## config.mk

```make
export PLATFORM = sky130hd
export DESIGN_NAME = mpow_ctrl
export DESIGN_NICKNAME = d
export VERILOG_FILES = /design/src/hw/rtl/assert_macros.svh /design/src/hw/rtl/mpow_pkg.sv /design/src/hw/rtl/mpow_ctrl.sv
export SDC_FILE = /design/constraint.sdc
export NUM_CORES = 1
export LEC_CHECK = 0
export BUFFER_PORTS_ARGS = -buffer_cell sky130_fd_sc_hd__buf_2
export CAP_MARGIN = 40
export CORE_UTILIZATION = 40
export CTS_CLUSTER_DIAMETER = 100
export DETAILED_ROUTE_END_ITERATION = 10
export PLACE_DENSITY = 0.66
export SLEW_MARGIN = 10
export SYNTH_ARGS = -nofsm -noshare
export SYNTH_HDL_FRONTEND = slang
export SYNTH_SLANG_ARGS = --single-unit
```

## constraint.sdc

```tcl
create_clock -name clk -period 13.5 [get_ports clk]
set_clock_uncertainty 0.05 [all_clocks]
set_input_delay 2.025 -clock clk [delete_from_list [all_inputs] [get_ports clk]]
set_output_delay 2.025 -clock clk [all_outputs]
set_load 0.01 [all_outputs]
```

## src/hw/rtl/assert_macros.svh

```systemverilog
// ----------------------------------------------------------------------------
// Assertion macros
// Shared concurrent assertion shorthands; a clk and rst must be in scope.
// ----------------------------------------------------------------------------
`ifndef ASSERT_MACROS_SVH
`define ASSERT_MACROS_SVH

// Same-cycle implication, disabled during reset.
`define ASSERT_IMPL(lbl, ante, cons, msg) \
  lbl: assert property (@(posedge clk) disable iff (rst) (ante) |-> (cons)) \
    else $error(msg);

// Next-cycle implication, disabled during reset.
`define ASSERT_NEXT(lbl, ante, cons, msg) \
  lbl: assert property (@(posedge clk) disable iff (rst) (ante) |=> (cons)) \
    else $error(msg);

`endif

```

## src/hw/rtl/mpow_pkg.sv

```systemverilog
// ----------------------------------------------------------------------------
// mpow_pkg
// Sizes, command and status types shared by the matrix power block.
// ----------------------------------------------------------------------------
package mpow_pkg;

  localparam int MAX_SIZE = 8;
  localparam int CELLS    = MAX_SIZE * MAX_SIZE;
  localparam int AW       = $clog2(CELLS);
  localparam int IW       = $clog2(MAX_SIZE);
  localparam int NW       = $clog2(MAX_SIZE + 1);
  localparam int CW       = $clog2(CELLS + 1);
  localparam int DW       = 32;
  localparam int EXP_W    = 16;
  localparam int BIT_W    = $clog2(EXP_W);
  localparam int SIZE_W   = 4;
  localparam int ROW_W    = 3;

  typedef struct packed {
    logic          base_we;
    logic [AW-1:0] base_addr;
    logic          init_we;
    logic [AW-1:0] init_addr;
    logic          init_one;
    logic          mac_vld;
    logic          mac_first;
    logic          mac_last;
    logic          use_base;
    logic [AW-1:0] a_addr;
    logic [AW-1:0] b_addr;
    logic [AW-1:0] c_addr;
    logic          cp_vld;
    logic [AW-1:0] cp_addr;
    logic          out_rd;
  } cmd_t;

  typedef struct packed {
    logic busy;
  } sts_t;

  function automatic logic [AW-1:0] cell_addr(input logic [IW-1:0] r,
                                              input logic [IW-1:0] c);
    cell_addr = AW'(AW'(r) * AW'(MAX_SIZE) + AW'(c));
  endfunction

endpackage

```

## src/hw/rtl/mpow_ctrl.sv

```systemverilog
// ----------------------------------------------------------------------------
// mpow_ctrl
// Sequencer for loading, squaring, multiplying, copying and unloading.
// ----------------------------------------------------------------------------
module mpow_ctrl (
  input  logic                          clk,
  input  logic                          rst,
  input  logic [mpow_pkg::NW-1:0]       n,
  input  logic [mpow_pkg::EXP_W-1:0]    exponent,
  input  logic                          in_valid,
  output logic                          in_stall,
  output logic                          out_valid,
  input  logic                          out_stall,
  output logic [mpow_pkg::ROW_W-1:0]    row_index,
  output logic [mpow_pkg::ROW_W-1:0]    col_index,
  output logic                          last_element,
  output mpow_pkg::cmd_t                cmd,
  input  mpow_pkg::sts_t                sts
);

  localparam logic [3:0] S_LOAD   = 4'd0;
  localparam logic [3:0] S_INIT   = 4'd1;
  localparam logic [3:0] S_MUL    = 4'd2;
  localparam logic [3:0] S_DRAIN  = 4'd3;
  localparam logic [3:0] S_COPY   = 4'd4;
  localparam logic [3:0] S_CDRAIN = 4'd5;
  localparam logic [3:0] S_OUTRD  = 4'd6;
  localparam logic [3:0] S_OUTV   = 4'd7;

  logic [3:0] state;
  logic [mpow_pkg::IW-1:0] ri, ci, ki, lrow, lcol, nm1;
  logic [mpow_pkg::CW-1:0] load_count, lc_eff, lc_next, total;
  logic [mpow_pkg::BIT_W-1:0] bit_idx;
  logic use_base, in_acc, i_end, j_end, k_end;

  assign nm1   = mpow_pkg::IW'(n - mpow_pkg::NW'(1));
  assign total = mpow_pkg::CW'(n) * mpow_pkg::CW'(n);
  assign i_end = (ri == nm1);
  assign j_end = (ci == nm1);
  assign k_end = (ki == nm1);

  assign in_stall = (state != S_LOAD);
  assign in_acc   = in_valid & ~in_stall;

  assign lc_eff  = (load_count >= total) ? '0 : load_count;
  assign lc_next = lc_eff + mpow_pkg::CW'(1);

  // Row of the incoming element: count the row boundaries already passed.
  always_comb begin
    lrow = '0;
    for (int r = 1; r < mpow_pkg::MAX_SIZE; r++) begin
      if (lc_eff >= mpow_pkg::CW'(r) * mpow_pkg::CW'(n)) lrow = mpow_pkg::IW'(r);
    end
    lcol = mpow_pkg::IW'(lc_eff - mpow_pkg::CW'(lrow) * mpow_pkg::CW'(n));
  end

  always_comb begin
    cmd           = '0;
    cmd.base_we   = in_acc;
    cmd.base_addr = mpow_pkg::cell_addr(lrow, lcol);
    cmd.init_we   = (state == S_INIT);
    cmd.init_addr = mpow_pkg::cell_addr(ri, ci);
    cmd.init_one  = (ri == ci);
    cmd.mac_vld   = (state == S_MUL);
    cmd.mac_first = (ki == '0);
    cmd.mac_last  = k_end;
    cmd.use_base  = use_base;
    cmd.a_addr    = (state == S_OUTRD) ? mpow_pkg::cell_addr(ri, ci)
                                       : mpow_pkg::cell_addr(ri, ki);
    cmd.b_addr    = mpow_pkg::cell_addr(ki, ci);
    cmd.c_addr    = mpow_pkg::cell_addr(ri, ci);
    cmd.cp_vld    = (state == S_COPY);
    cmd.cp_addr   = mpow_pkg::cell_addr(ri, ci);
    cmd.out_rd    = (state == S_OUTRD);
  end

  assign out_valid    = (state == S_OUTV);
  assign row_index    = mpow_pkg::ROW_W'(ri);
  assign col_index    = mpow_pkg::ROW_W'(ci);
  assign last_element = i_end & j_end;

  always_ff @(posedge clk) begin
    if (rst) begin
      state      <= S_LOAD;
      load_count <= '0;
      ri         <= '0;
      ci         <= '0;
      ki         <= '0;
      bit_idx    <= '0;
      use_base   <= 1'b0;
    end else begin
      case (state)
        S_LOAD: begin
          if (in_acc) begin
            if (lc_next == total) begin
              load_count <= '0;
              ri         <= '0;
              ci         <= '0;
              state      <= S_INIT;
            end else begin
              load_count <= lc_next;
            end
          end
        end
        S_INIT, S_COPY, S_OUTV: begin
          if (state != S_OUTV || !out_stall) begin
            if (j_end) begin
              ci <= '0;
              if (i_end) begin
                ri <= '0;
                case (state)
                  S_INIT: begin
                    bit_idx  <= mpow_pkg::BIT_W'(mpow_pkg::EXP_W - 1);
                    use_base <= 1'b0;
                    ki       <= '0;
                    state    <= S_MUL;
                  end
                  S_COPY:  state <= S_CDRAIN;
                  default: state <= S_LOAD;
                endcase
              end else begin
                ri <= ri + 1'b1;
                if (state == S_OUTV) state <= S_OUTRD;
              end
            end else begin
              ci <= ci + 1'b1;
              if (state == S_OUTV) state <= S_OUTRD;
            end
          end
        end
        S_MUL: begin
          if (k_end) begin
            ki <= '0;
            if (j_end) begin
              ci <= '0;
              if (i_end) begin
                ri    <= '0;
                state <= S_DRAIN;
              end else begin
                ri <= ri + 1'b1;
              end
            end else begin
              ci <= ci + 1'b1;
            end
          end else begin
            ki <= ki + 1'b1;
          end
        end
        S_DRAIN: begin
          if (!sts.busy) state <= S_COPY;
        end
        S_CDRAIN: begin
          if (!sts.busy) begin
            if (!use_base && exponent[bit_idx]) begin
              use_base <= 1'b1;
              state    <= S_MUL;
            end else if (bit_idx == '0) begin
              state <= S_OUTRD;
            end else begin
              bit_idx  <= bit_idx - 1'b1;
              use_base <= 1'b0;
              state    <= S_MUL;
            end
          end
        end
        S_OUTRD: state <= S_OUTV;
        default: state <= S_LOAD;
      endcase
    end
  end

endmodule

```

==> metrics.md <==
| Metric | Value |
|---|---|
| Area share of the largest cell type after synthesis | 19.47% |
| Fin. Hold Viols | 0 |
| EDFF count, synth | 0 |
| Net Count, Synth | roughly 600 |
| Row cnt | 36 |
| Logic pwr share | 49.9% |
| Num Clock Sinks | 25 |
| VDD IR-drop max | 0.04075 mV |
| CTS tree | built |
| Max-slew violation count | 0 |
| Syn Area/Cell | 7.814 sq um |
| Final hold slack | 0.5105 ns |
| GPL Wtd Cong | 0.9084 |
| Final WL | 10200 um |
| # nets final | 653 |
| Cell variety after synth | 62 |
| Commonest cells post-synth | ha_1, inv_1, nand2_1, nor2_1, a21oi_1 |
| Register area share after synthesis | 12.36% |
| Status | completed |
| Dominant cells by area after synthesis | ha_1, dfxtp_1, buf_4 |
| Warnings, synthesis | 0 |
| I/O Pins | 79 |
| Critical Path End Type | output port |
| Die area | 0.01053 sq mm |
| Iter 0 DRT Violations | 187 |
| Gr usage total | 20.07% |
| Syn Inst Count | 518 |
| Switching power | 0.0001161 W |
| Period utilization | 85.76% |
| Total gr overflow | 0 |
| Synth Register Bits | 25 |
| WL/cell | 14.80 um |
| Clock-pin slew on the worst setup and hold paths | 0.11 ns |
| Clk pwr share | 18.3% |
| Initial core utilization | 41.41% |
| Leakage | 2.167 nW |
| Predominant post-synthesis flop cell | dfxtp_1 |
| TritonCTS buffer count | 3 |
| Initial antenna violation count | 0 |
| Setup repair after global routing missed its margin | false |
| Arrival @ worst endpoint | 9.50 ns |
| Power per Cell Area | 62.29 mW/mm^2 |
| Max Fclk | approximately 86 MHz |
| CP peak stage delay | 0.53 ns |
| # resized after CTS | 0 |
| Worst rel slew slack | 44.46% |
| N_diodes | 0 |
| R2R cell count | 16 |
| Setup Total Neg Slack | 0 ns |
| Hold Path Depth | 2 |
| Number of global-route vias before repair | 3700 |
| Die width | 102.6 um |
| Final Core Density | 44.79% |
| Sequential Power Share | 31.8% |
| Setup Buffers After CTS | 0 |
| Mapped cell area | 0.004048 sq mm |
| Async set or reset register ratio after synthesis | 0% |
| Worst Path Required | 11.43 ns |
| Internal power | 0.0001566 W |
| # fillers | around 1000 |
| Via count | 3794 |
| DRT antenna net count | 0 |
| Final min period | 11.58 ns |
| I/O Buffers | 78 |
| Area delta synth->final | 8.161% |
| # H-tree levels | 1 |
| Drc violations | 0 |
| Largest net degree at the start of global routing | 21 |
| 1st-pass router iterations | 4 |
| Synth area leader | ha_1 |
| Area taken by multi-input logic gates | 0.003087 sq mm |
| Skew-Pair Late Insertion Delay | slightly below 0.3 ns |
| Critical path's slowest cell | a211oi_1 |
| Die extent in y | 102.6 um |
| Kind of critical path | input pin to output port |
| Most common cell in the netlist | ha_1 |
| Register Area | 500.5 sq um |
| Top cell by count, worst path | ha_1 |
| HPWL after DPL | 8206 um |
| Clock buffer depth | 2 |
| Setup violators final | 0 |
| Clock root cell | clkbuf_8 |
| Global-route wire length before repair | 17110 um |
| Actual slew at the worst max-slew pin | around 0.83 ns |
| Core Box Area | 0.009774 sq mm |
| Switching Fraction | 42.59% |
| Setup slack, reg-to-reg | 8.02 ns |
| Fraction of layout cells with a size suffix above 1 | between 15 and 20% |
| Crit path launch type | input pin |
| Hold Crit Class | flip-flop to flip-flop |
| Hold_buf cts | 0 |
| Via density | 5.507 |
| Worst Path Max Fanout | 16 |
| # Max-Cap Violations | 0 |
-- critical path, delay by kind of cell --
family,cells,cell delay (ns)
AO/OA/AOI/OAI,10,2.29
adder cells (fa/ha/maj),6,2.09
AND/OR/NAND/NOR,8,1.39
buffers and inverters,6,0.93
XOR/XNOR,4,0.78
-- flip-flops by register name, summed over array words and instances, names as in the netlist --
register and flops:
load_count 7, bit_idx 4, state 4, col_index 3, ki 3, row_index 3
use_base 1
-- logic make-up (layout without fill, tap and decap cells) --
| group | after synthesis | count (layout) | share of synthesized area, % |
|---|---|---|---|
| other | 1 | 1 | 0.09265 |
| adder cells (fa/ha/maj) | 71 | 71 | 23.43 |
| flip-flops | 25 | 25 | 12.36 |
| AO/OA/AOI/OAI | 123 | 123 | 19.78 |
| XOR/XNOR | 30 | 30 | 7.172 |
| buffers and inverters | 91 | 129 | 11.38 |
| multiplexers | 11 | 11 | 4.328 |
| AND/OR/NAND/NOR | 166 | 166 | 21.45 |
-- metal layers --
metal	vias up	part of all wire, %	GRT usage (%)	wire length (um)
met5	-	0	0	0
li1	1904	-	-	-
met3	19	4.1	1.763	418
met4	0	2.0	6.044	206
met1	1773	45	25.13	4627
met2	98	48	36.31	4946
-- metrics by stage --
step	cell area [sq um]	setup WS, ns	total power, W	std cells
after detailed placement	4328	1.950	0.0002235	685
final	4378	1.923	0.0002727	689
after floorplan	4048	3.325	0.0001883	518
after CTS	4378	1.944	0.0002727	689
after global routing	4378	1.162	0.0002934	689
after global placement	4328	2.255	0.0002195	685
-- layout by cell type, fill, tap and decap left out, types with 4 or more instances in the layout --
cell and n:
xor2_1 15, mux4_2 5, fa_1 8, nand3_1 19
nand4_1 4, nor3_1 11, buf_2 78, o31a_1 4
a211oi_1 6, a21o_1 8, nor2b_1 6, or3_1 4
o31ai_1 5, a21oi_1 37, or4_1 4, nor2_1 38
and2_1 6, inv_1 45, o211ai_1 4, ha_1 63
o21a_1 5, o21ai_0 21, nand2_1 40, mux2i_1 4
o21bai_1 4, nand2b_1 5, and3_1 5, dfxtp_1 25
xnor2_1 13, a311oi_1 5, a31oi_1 6
-- power groups by stage --
stage	Sequential (W)	Combinational (W)	Clock, W
floorplan	0.0000823	0.000106	0
detailed placement	0.0000881	0.000135	0
global placement	0.0000880	0.000132	0
CTS	0.0000865	0.000136	0.0000503
finish	0.0000866	0.000136	0.0000499
global route	0.0000876	0.000153	0.0000530
-- layout make-up --
class / count / area share [%]
flip-flops and latches: 25 / 11.43
inverters: 45 / 3.858
clock inverters: 1 / 0.2001
multi-input cells: 402 / 70.51
well taps: 133 / 3.801
repair buffers: 80 / 9.260
clock buffers: 3 / 0.9431
-- final timing paths --
check / startpoint / endpoint
min reg2reg: load_count[5]$_SDFFE_PP0P_ / load_count[5]$_SDFFE_PP0P_
max reg2reg: load_count[0]$_SDFFE_PP0P_ / state[0]$_SDFFE_PP0P_
max: n[2] / cmd[40]
min: load_count[5]$_SDFFE_PP0P_ / load_count[5]$_SDFFE_PP0P_
(Power assumes the default switching activity.)
